===== config.mk =====
export PLATFORM = sky130hd
export DESIGN_NAME = bounded_sorted_priority_list_core
export DESIGN_NICKNAME = d
export VERILOG_FILES = /design/src/bspl_pkg.sv /design/src/bspl_store.sv /design/src/bounded_sorted_priority_list_core.sv
export SDC_FILE = /design/constraint.sdc
export NUM_CORES = 1
export LEC_CHECK = 0
export BUFFER_PORTS_ARGS = -buffer_cell sky130_fd_sc_hd__buf_4
export CAP_MARGIN = 20
export CORE_MARGIN = 2
export CORE_UTILIZATION = 45
export CTS_CLUSTER_SIZE = 12
export DETAILED_ROUTE_END_ITERATION = 16
export SYNTH_ARGS = -nofsm -noshare
export SYNTH_HDL_FRONTEND = slang
export SYNTH_HIERARCHICAL = 1
export SYNTH_SLANG_ARGS = --single-unit

===== constraint.sdc =====
create_clock -name clk_i -period 11.85 [get_ports clk_i]
set_clock_uncertainty 0.2 [all_clocks]
set_input_delay 1.185 -clock clk_i [delete_from_list [all_inputs] [get_ports clk_i]]
set_output_delay 1.185 -clock clk_i [all_outputs]
set_load 0.02 [all_outputs]

===== src/bspl_pkg.sv =====
// ----------------------------------------------------------------------------
// bspl_pkg
// Shared types and constants of the bounded sorted priority list.
// ----------------------------------------------------------------------------
package bspl_pkg;

  localparam int MaxEntries = 16;
  localparam int TagBits    = 16;
  localparam int PrioW      = 32;
  localparam int CapW       = 5;
  localparam int CountW     = 5;

  localparam logic [CapW-1:0]         CapReset      = 5'd16;
  localparam logic signed [PrioW-1:0] PrioEmptyLast = 32'sh7FFF_FFFF;

  typedef enum logic [1:0] {
    FuncInsert = 2'd0,
    FuncNext   = 2'd1,
    FuncRewind = 2'd2,
    FuncNop    = 2'd3
  } func_e;

  typedef struct packed {
    func_e                     func;
    logic signed [PrioW-1:0]   priority_req;
    logic [TagBits-1:0]        tag;
  } req_t;

  typedef struct packed {
    logic                      evicted_valid;
    logic [TagBits-1:0]        evicted_tag;
    logic                      next_valid;
    logic [TagBits-1:0]        next_tag;
    logic [CountW-1:0]         count;
    logic [TagBits-1:0]        first_tag;
    logic signed [PrioW-1:0]   first_priority;
    logic signed [PrioW-1:0]   last_priority;
  } rsp_t;

  typedef struct packed {
    logic signed [PrioW-1:0]   prio;
    logic [TagBits-1:0]        tag;
  } entry_t;

endpackage


===== src/bspl_store.sv =====
// ----------------------------------------------------------------------------
// bspl_store
// Entry store: one write port, one read port with registered read data.
// ----------------------------------------------------------------------------
module bspl_store #(
  parameter int Depth = bspl_pkg::MaxEntries
) (
  input  logic                      clk_i,
  input  logic                      wr_en_i,
  input  logic [$clog2(Depth)-1:0]  wr_addr_i,
  input  bspl_pkg::entry_t          wr_entry_i,
  input  logic                      rd_en_i,
  input  logic [$clog2(Depth)-1:0]  rd_addr_i,
  output bspl_pkg::entry_t          rd_entry_o
);

  bspl_pkg::entry_t mem_q [Depth];
  bspl_pkg::entry_t rd_q;

  always_ff @(posedge clk_i) begin
    if (wr_en_i) begin
      mem_q[wr_addr_i] <= wr_entry_i;
    end
    if (rd_en_i) begin
      rd_q <= mem_q[rd_addr_i];
    end
  end

  assign rd_entry_o = rd_q;

endmodule


===== src/bounded_sorted_priority_list_core.sv =====
// ----------------------------------------------------------------------------
// bounded_sorted_priority_list_core
// Top-K keeper: up to capacity (priority, tag) entries in ascending order.
// ----------------------------------------------------------------------------
//  channel | direction | handshake              | payload
//  in      | input     | in_valid_i / in_ready_o | in_data_i  (req_t)
//  out     | output    | out_valid_o/out_ready_i | out_data_o (rsp_t)
//  cfg     | input     | cfg_valid_i/cfg_ready_o | cfg_data_i (capacity)
//
//  Insert into an empty list writes the entry at once; otherwise it scans the
//  entries at or after the insert point, up to count, from the tail. Read-next
//  reads the cursor entry if any is left; all end with head and tail reads.
//  The single store read port and one priority comparator set the insert cost:
//  the insert walks the list from the tail, one entry per cycle.
//  Reset clears count and cursor and sets capacity to 16; the store needs no clearing.
//  A result waits in the output register; the next item is taken meanwhile.
// ----------------------------------------------------------------------------
module bounded_sorted_priority_list_core #(
  parameter int MaxEntries = bspl_pkg::MaxEntries
) (
  input  logic                        clk_i,
  input  logic                        rst_ni,
  input  logic                        in_valid_i,
  output logic                        in_ready_o,
  input  bspl_pkg::req_t              in_data_i,
  output logic                        out_valid_o,
  input  logic                        out_ready_i,
  output bspl_pkg::rsp_t              out_data_o,
  input  logic                        cfg_valid_i,
  output logic                        cfg_ready_o,
  input  logic [bspl_pkg::CapW-1:0]   cfg_data_i
);

  localparam int IdxW = $clog2(MaxEntries);
  localparam int CntW = $clog2(MaxEntries + 1);

  typedef enum logic [6:0] {
    StIdle = 7'b0000001,
    StScan = 7'b0000010,
    StPut  = 7'b0000100,
    StNext = 7'b0001000,
    StHead = 7'b0010000,
    StTail = 7'b0100000,
    StFin  = 7'b1000000
  } state_e;

  function automatic logic [CntW-1:0] eff_cap(input logic [bspl_pkg::CapW-1:0] c);
    logic [CntW-1:0] r;
    if (c == '0) begin
      r = CntW'(1);
    end else if (32'(c) > MaxEntries) begin
      r = CntW'(MaxEntries);
    end else begin
      r = CntW'(c);
    end
    return r;
  endfunction

  state_e                      state_q, state_d;
  logic [CntW-1:0]             fill_q, fill_d;
  logic [CntW-1:0]             cur_q, cur_d;
  logic [bspl_pkg::CapW-1:0]   cap_q, cap_d;
  logic [IdxW-1:0]             j_q, j_d;
  logic                        out_valid_q, out_valid_d;
  bspl_pkg::entry_t            new_q, new_d;
  bspl_pkg::rsp_t              res_q, res_d;
  bspl_pkg::rsp_t              out_q, out_d;

  logic [CntW-1:0]             ecap;
  logic                        wr_en, rd_en;
  logic [IdxW-1:0]             wr_addr, rd_addr;
  bspl_pkg::entry_t            wr_entry, rd_entry;
  logic                        less, drop;

  assign ecap = eff_cap(cap_q);
  assign less = rd_entry.prio < new_q.prio;
  assign drop = (CntW'(j_q) + CntW'(1)) == ecap;

  assign cfg_ready_o = (state_q == StIdle);
  assign in_ready_o  = (state_q == StIdle) && !cfg_valid_i;
  assign out_valid_o = out_valid_q;
  assign out_data_o  = out_q;

  bspl_store #(
    .Depth (MaxEntries)
  ) u_store (
    .clk_i      (clk_i),
    .wr_en_i    (wr_en),
    .wr_addr_i  (wr_addr),
    .wr_entry_i (wr_entry),
    .rd_en_i    (rd_en),
    .rd_addr_i  (rd_addr),
    .rd_entry_o (rd_entry)
  );

  always_comb begin
    state_d     = state_q;
    fill_d      = fill_q;
    cur_d       = cur_q;
    cap_d       = cap_q;
    j_d         = j_q;
    new_d       = new_q;
    res_d       = res_q;
    out_d       = out_q;
    out_valid_d = out_valid_q && !out_ready_i;
    wr_en       = 1'b0;
    wr_addr     = '0;
    wr_entry    = new_q;
    rd_en       = 1'b0;
    rd_addr     = '0;

    unique case (state_q)
      StIdle: begin
        if (cfg_valid_i) begin
          cap_d = cfg_data_i;
          // drop entries beyond the new capacity
          if (fill_q > eff_cap(cfg_data_i)) begin
            fill_d = eff_cap(cfg_data_i);
          end
        end else if (in_valid_i) begin
          new_d.prio = in_data_i.priority_req;
          new_d.tag  = in_data_i.tag;
          res_d      = '0;
          unique case (in_data_i.func)
            bspl_pkg::FuncInsert: begin
              fill_d = (fill_q >= ecap) ? ecap : fill_q + CntW'(1);
              if (fill_q == '0) begin
                wr_en         = 1'b1;
                wr_entry.prio = in_data_i.priority_req;
                wr_entry.tag  = in_data_i.tag;
                state_d       = StHead;
              end else begin
                rd_en   = 1'b1;
                rd_addr = IdxW'(fill_q - CntW'(1));
                j_d     = IdxW'(fill_q - CntW'(1));
                state_d = StScan;
              end
            end
            bspl_pkg::FuncNext: begin
              if (cur_q < fill_q) begin
                rd_en   = 1'b1;
                rd_addr = cur_q[IdxW-1:0];
                state_d = StNext;
              end else begin
                state_d = StHead;
              end
            end
            bspl_pkg::FuncRewind: begin
              cur_d   = '0;
              state_d = StHead;
            end
            bspl_pkg::FuncNop: begin
              state_d = StHead;
            end
          endcase
        end
      end
      StScan: begin
        // rd_entry holds entry j; shift it up or place the new entry above it
        if (less) begin
          if (drop) begin
            res_d.evicted_valid = 1'b1;
            res_d.evicted_tag   = new_q.tag;
          end else begin
            wr_en   = 1'b1;
            wr_addr = j_q + IdxW'(1);
          end
          state_d = StHead;
        end else begin
          if (drop) begin
            res_d.evicted_valid = 1'b1;
            res_d.evicted_tag   = rd_entry.tag;
          end else begin
            wr_en    = 1'b1;
            wr_addr  = j_q + IdxW'(1);
            wr_entry = rd_entry;
          end
          if (j_q == '0) begin
            state_d = StPut;
          end else begin
            j_d     = j_q - IdxW'(1);
            rd_en   = 1'b1;
            rd_addr = j_q - IdxW'(1);
          end
        end
      end
      StPut: begin
        wr_en   = 1'b1;
        state_d = StHead;
      end
      StNext: begin
        res_d.next_valid = 1'b1;
        res_d.next_tag   = rd_entry.tag;
        cur_d            = cur_q + CntW'(1);
        state_d          = StHead;
      end
      StHead: begin
        rd_en   = 1'b1;
        state_d = StTail;
      end
      StTail: begin
        res_d.first_tag      = rd_entry.tag;
        res_d.first_priority = rd_entry.prio;
        rd_en                = 1'b1;
        rd_addr              = IdxW'(fill_q - CntW'(1));
        state_d              = StFin;
      end
      StFin: begin
        // hold until the output register is free
        if (!out_valid_q || out_ready_i) begin
          out_d       = res_q;
          out_d.count = bspl_pkg::CountW'(fill_q);
          if (fill_q == '0) begin
            out_d.first_tag      = '0;
            out_d.first_priority = '0;
            out_d.last_priority  = bspl_pkg::PrioEmptyLast;
          end else begin
            out_d.last_priority  = rd_entry.prio;
          end
          out_valid_d = 1'b1;
          state_d     = StIdle;
        end
      end
      default: begin
        state_d = StIdle;
      end
    endcase
  end

  always_ff @(posedge clk_i or negedge rst_ni) begin
    if (!rst_ni) begin
      state_q     <= StIdle;
      fill_q      <= '0;
      cur_q       <= '0;
      cap_q       <= bspl_pkg::CapReset;
      j_q         <= '0;
      out_valid_q <= 1'b0;
    end else begin
      state_q     <= state_d;
      fill_q      <= fill_d;
      cur_q       <= cur_d;
      cap_q       <= cap_d;
      j_q         <= j_d;
      out_valid_q <= out_valid_d;
    end
  end

  always_ff @(posedge clk_i) begin
    new_q <= new_d;
    res_q <= res_d;
    out_q <= out_d;
  end

  a_fill_le_cap: assert property (@(posedge clk_i) disable iff (!rst_ni)
    fill_q <= ecap)
    else $error("fill count exceeds effective capacity");

  a_write_in_range: assert property (@(posedge clk_i) disable iff (!rst_ni)
    wr_en |-> (CntW'(wr_addr) < ecap))
    else $error("store write beyond effective capacity");

  a_scan_below_fill: assert property (@(posedge clk_i) disable iff (!rst_ni)
    (state_q == StScan) |-> (CntW'(j_q) < fill_q))
    else $error("scan index outside the held entries");

  a_cursor_bound: assert property (@(posedge clk_i) disable iff (!rst_ni)
    cur_q <= CntW'(MaxEntries))
    else $error("read cursor beyond the store");

  a_insert_scans: assert property (@(posedge clk_i) disable iff (!rst_ni)
    (in_valid_i && in_ready_o && (in_data_i.func == bspl_pkg::FuncInsert) &&
     (fill_q != '0)) |=> (state_q == StScan))
    else $error("insert into a non-empty list skipped the scan");

endmodule

After elaboration in Yosys (flattened, before gate mapping):

Memory sizes are Yosys's and may differ from the RTL's. A register that Yosys moved wholly into a read port is not among the register bits.
Cells that the tools add are included.

* reductions and logical operators: 29
* muxes and demuxes: 74
* $lt $le $gt $ge: 6
* bitwise logic cells: 1
* $add $sub $neg: 6
* equality and inequality tests: 22

Operators with widths (count)
* two-way mux 48 bit: 6
* two-way mux 119 bit: 2
* one-hot mux 48 bit (2 select lines): 2
* two-way mux 5 bit: 16
* one-hot mux 17 bit (2 select lines): 2
* two-way mux 4 bit: 14
* two-way mux 17 bit: 3
* one-hot mux 7 bit (6 select lines): 1
* two-way mux 7 bit: 5
* less-than comparator 32 bit: 1
* one-hot mux 7 bit (3 select lines): 1
* one-hot mux 4 bit (2 select lines): 2
* AND reduction 4 bit: 4
* logical NOT 5 bit: 3
* two-way mux 1 bit: 15
* inequality test 2 bit, second input constant: 7
* one-hot mux 4 bit (3 select lines): 1
* adder 5 x 1 -> 5 bit, second input constant: 2
* greater-than comparator 5 bit, second input constant: 2
* one-hot mux 5 bit (2 select lines): 1
* nonzero test 2 bit: 5
* AND reduction 3 bit: 3
* subtractor 4 x 1 -> 4 bit, second input constant: 2
* == test 7 x 1 -> 1 bit, second input constant: 1
* 27 further kinds: 37

* input port bits: 60
* memories: 1
* output and inout bits: 122
* register bits: 276
* logic and storage cells: 161
* bits in writable memories: 768

Memories
* u_store.mem_q: words 16, bits a word 48, read ports 1, clocked after memory_dff 1, write ports 1, RTL line bspl_store.sv:17 `bspl_pkg::entry_t mem_q [Depth];`

Longest topological paths before layout:

* word-level depth: 8
* depth in mapped cells: 16
* gate-level depth less buffers: 12

Modules after synthesis:

The synthesis kept the hierarchy.

By module, submodules not included
* bspl_store: seq. area each 24503.5 um^2, times used 1, cells each 1242, area an instance 30171.4 um^2
* bounded_sorted_priority_list_core: seq. area each 8155.3 um^2, times used 1, cells each 1037, area an instance 12903.6 um^2

Worst setup path before layout:

OpenSTA, ideal clock, no wires.

* path type: input -> register
* start point: input port out_ready_i
* end point: register out_q, in the netlist out_data_o[0] (enable)
* buffers on the path: 0
* arrival: 6.575 ns
* data required time: 11.039 ns
* slack: 4.464 ns
* setup time: 0.611 ns
* cell stages on the path: 2
* cells stage by stage: nand2b_1 nor2b_1

* cells in the longest elaborated chain, start to end: 2

Ends and longest elaborated chain
* start, declared: RTL line bounded_sorted_priority_list_core.sv:27 `input logic out_ready_i,`
* logical OR 1 bit: RTL line bounded_sorted_priority_list_core.sv:210 `if (!out_valid_q || out_ready_i) begin`
* AND reduction 2 bit (no source line)
* end signal, assigned: RTL line bounded_sorted_priority_list_core.sv:251 `out_q <= out_d;`
* end, declared: RTL line bounded_sorted_priority_list_core.sv:67 `bspl_pkg::rsp_t out_q, out_d;`

Every way passes these cells.
A chain may end at the register's enable or synchronous reset.

Worst setup path in the final report:

* start point: register u_store/rd_entry_o[18] (netlist name)
* end point: register u_store/rd_entry_o[26] (netlist name)

* cells in the longest elaborated chain, start to end: 3
* elaborated cells on any way between the ends: 5
* those cells by class: order compare: 1; mux: 4

Ends and longest elaborated chain
* less-than comparator 32 bit: RTL line bounded_sorted_priority_list_core.sv:76 `assign less = rd_entry.prio < new_q.prio;`
* two-way mux 4 bit: RTL line bounded_sorted_priority_list_core.sv:160 `if (less) begin`
* one-hot mux 4 bit (3 select lines): RTL line bounded_sorted_priority_list_core.sv:112 `unique case (state_q)`
* net rd_addr[0]: RTL line bounded_sorted_priority_list_core.sv:71 `logic [IdxW-1:0] wr_addr, rd_addr;`

The timed path passes the listed nets, and every way through them passes these cells.

==> run metrics <==
mux contribution to synthesized area=0.1036; fmax=roughly 140 MHz; Ports=182; first-pass GRT wire length=around 160000 um; adder-cell share of the synthesized area=0.01510; dominant combinational cell family by area after synthesis=multiplexers; Worst Path Class, Setup=reg2reg; pwr dens=194.8 nW/um^2; RSZ-0062 raised after global routing=no; part of the Yosys area used for sequential elements=0.7582; Yosys warning count=6; Post-CTS Setup Bufs=0; top_reg_cell synth=edfxtp_1; Synth cell types=a little over 60; Reg2Reg Depth=13; max-slew violation total from the final report=0; # setup viols final=0; status=completed; gr ovfl total=0; post-CTS resize count=0; EDFF count, synth=around 1100; HP Class=in2async; Final Cycle Share=0.5850; DIE AREA=98210 sq um; detailed-route DRC error count=0; DR pass1 iterations=5; Post-Synthesis Cell Area=43080 sq um; CTS sink cnt=roughly 1100; Nets=2616; Worst-Skew Late Latency=between 700 and 800 ps; Worst-path clk slew=roughly 60 ps; Startpoint Class=register; post-detailed-route count of antenna-violating nets=0; root buf cell=clkbuf_16; via count=around 23000; worst path required time=~12000 ps; CP bufs+invs=2; number of global-route vias before repair=23020; sw frac=0.2652; CTS tree=built; drt first-iter violations=approximately 2800; Die X=~310 um; Crit path max-delay family=compound AO/OA/AOI/OAI gates; placer congestion estimate=approximately 0.84; CORE AREA=between 90000 and 100000 sq um; xor and xnor area share after synthesis=0.003457; min Tclk post-route=6932 ps; total routed wirelength=110000 um; peak supply drop=about 0.12 mV; Area Overhead vs Synth=14.67%; Gate power share=0.154; Net Sw Power=around 0.0026 W; setup TNS=0 ps; Ant. Diodes=0; Worst-Margin Slew=~1100 ps; GRT Overall Usage=0.2232; final hold vios=0; post-DP HPWL=between 60000 and 70000 um; design area=slightly below 50000 sq um; Crit path top cell by count=buf_4; Fillers=7467; Compound-Gate Fraction of Synth Area=0.04752; Synth Area in Simple Gates=0.05440; total CTS buffers=roughly 110; crit path cell chain=ha_1 -> a211o_1 -> a31oi_1 -> o31ai_1 -> a211oi_1 -> o21a_1 -> nor2_1 -> a221o_4 -> buf_4 -> buf_4 -> mux4_2 -> a22oi_1 -> nand2_1; Crit path depth=13; IO Port Bufs=between 150 and 200; CP endpoint kind=register; average cell area after synthesis=18.90 sq um; normalized max-slew margin=0.2681; initial antenna violation count=4; Initial Util=0.4540; share of layout cells above drive strength 1=0.2498; Net Count, Synth=2391; critical path peak fanout=40; Via density=a little under 6; post-synthesis async set-or-reset flop share=0.02473; H-tree level count=3; largest net degree at the start of global routing=63; WP data arrival=7170 ps; Max Cap Viol=0; CTS Hold Buffers Added=0; CP max stage delay=about 800 ps; Pint=approximately 0.0071 W; Flop pwr share=0.504; power share of the clock group=0.342; CP max-delay cell=buf_4; Seq cells post-synth=between 1000 and 1500; Syn Inst Count=roughly 2300; Placement Cell Area=between 40000 and 50000 sq um; CTS Buffer Depth=3; Static Leak=around 16 nW; die height=approximately 310 um; WL per Instance=roughly 29 um; Core Rows=113
-- synth_stat cells (11+ instances only) --
library cell | number | share of area
a21oi_1 | 68 | 0.0079
a221o_1 | 51 | 0.012
a22oi_1 | 96 | 0.017
and2_1 | 68 | 0.0099
and3_1 | 20 | 0.0029
buf_1 | 17 | 0.0015
buf_2 | 15 | 0.0017
buf_4 | 20 | 0.0035
clkbuf_1 | 63 | 0.0055
dfrtp_1 | 25 | 0.015
edfxtp_1 | 1065 | 0.74
ha_1 | 52 | 0.015
inv_1 | 53 | 0.0046
mux4_2 | 192 | 0.10
nand2_1 | 149 | 0.013
nand2b_1 | 11 | 0.0016
nand3_1 | 32 | 0.0037
nor2_1 | 44 | 0.0038
nor2b_1 | 55 | 0.0080
nor3_1 | 14 | 0.0016
o21ai_0 | 30 | 0.0035
or2_2 | 33 | 0.0048
-- placed cells by master, fill, tap and decap left out, drive strengths merged, types with 32 or more instances in the layout --
| cell type | n |
|---|---|
| or2 | 33 |
| nor2 | 44 |
| clkinv | 38 |
| nand3 | 32 |
| o21ai | 35 |
| a221o | 51 |
| inv | 57 |
| a22oi | 97 |
| mux4 | 192 |
| clkbuf | 141 |
| buf | 229 |
| ha | 52 |
| and2 | 68 |
| nor2b | 55 |
| edfxtp | 1065 |
| a21oi | 70 |
| nand2 | 149 |
-- metal layers --
layer,vias to the layer above,wire [um],track usage,part of all wire
li1,9586,-,-,-
met1,12080,47620,0.3306,0.43
met2,1063,51270,0.3479,0.47
met3,129,9191,0.03892,0.084
met4,2,1881,0.05350,0.017
met5,-,16,0,0.00015
-- final cells by class --
cell class                      count  area [sq um]  area share
Clock buffer                      141          2942     0.05955
Sequential cell                  1092         32660      0.6612
Multi-Input combinational cell   1015          9856      0.1995
Tap cell                         1265          1583     0.03204
Timing Repair Buffer              229          1719     0.03481
Clock inverter                     47         432.9    0.008765
Inverter                           54         202.7    0.004104
-- power by group through the flow --
| stage | combinational, W | sequential [W] | clock, W |
|---|---|---|---|
| after floorplan | 0.00101 | 0.00486 | 0 |
| after global placement | 0.00143 | 0.00492 | 0 |
| after detailed placement | 0.00148 | 0.00492 | 0 |
| after CTS | 0.00148 | 0.00484 | 0.00335 |
| after global routing | 0.00162 | 0.00486 | 0.00349 |
| final | 0.00149 | 0.00485 | 0.00329 |
-- worst reg2reg max path, stage by stage, from the launching register on --
cell and delay (ps):
edfxtp_1 440, ha_1 330, a211o_1 120, a31oi_1 50, o31ai_1 710, a211oi_1 390
o21a_1 630, nor2_1 440, a221o_4 790, buf_4 820, buf_4 770, mux4_2 620
a22oi_1 240, nand2_1 100
-- final timing paths --
kind / startpoint / end / slack (ps)
setup / recovery: u_store/rd_entry_o[18] / u_store/rd_entry_o[26] / 4920
hold / removal: rst_ni / out_valid_o / 200
setup reg to reg: u_store/rd_entry_o[18] / u_store/rd_entry_o[26] / 4920
hold reg to reg: res_q[101] / out_data_o[101] / 220
max in group asynchronous: rst_ni / state_q[0] / 10920
min in group clk_i: res_q[101] / out_data_o[101] / 220
-- cell families (layout without fill, tap and decap cells) --
kind of cell,count (synthesis),in the layout
xor gates and xnor gates,17,17
and+or+nand+nor,456,456
buffers and inverters,172,471
AOI/OAI and AO/OA,285,285
muxes,205,205
adders and majority gates,52,52
DFF,1092,1092
-- through the flow --
stage	setup slack (ps)	power (W)	hold slack [ps]	util	instances
6_report	4918	0.009622	199.0	0.5206	3843
5_1_grt	4461	0.009975	216.0	0.5206	3843
4_1_cts	4858	0.009679	185.9	0.5206	3843
3_5_place_dp	4863	0.006401	204.5	0.4851	3655
3_3_place_gp	4990	0.006346	203.8	0.4851	3655
2_1_floorplan	4464	0.005868	200.3	-	2279
-- registers in the layout, summed over array words and instances, names as in the netlist --
register,count
res_q,82
out_valid_o,1
state_q,7
new_q,48
fill_q,5
u_store/rd_entry_o,48
out_data_o,119
cap_q,5
cur_q,5
j_q,4
u_store/mem_q,768
Power figures use the tool's default switching activity.
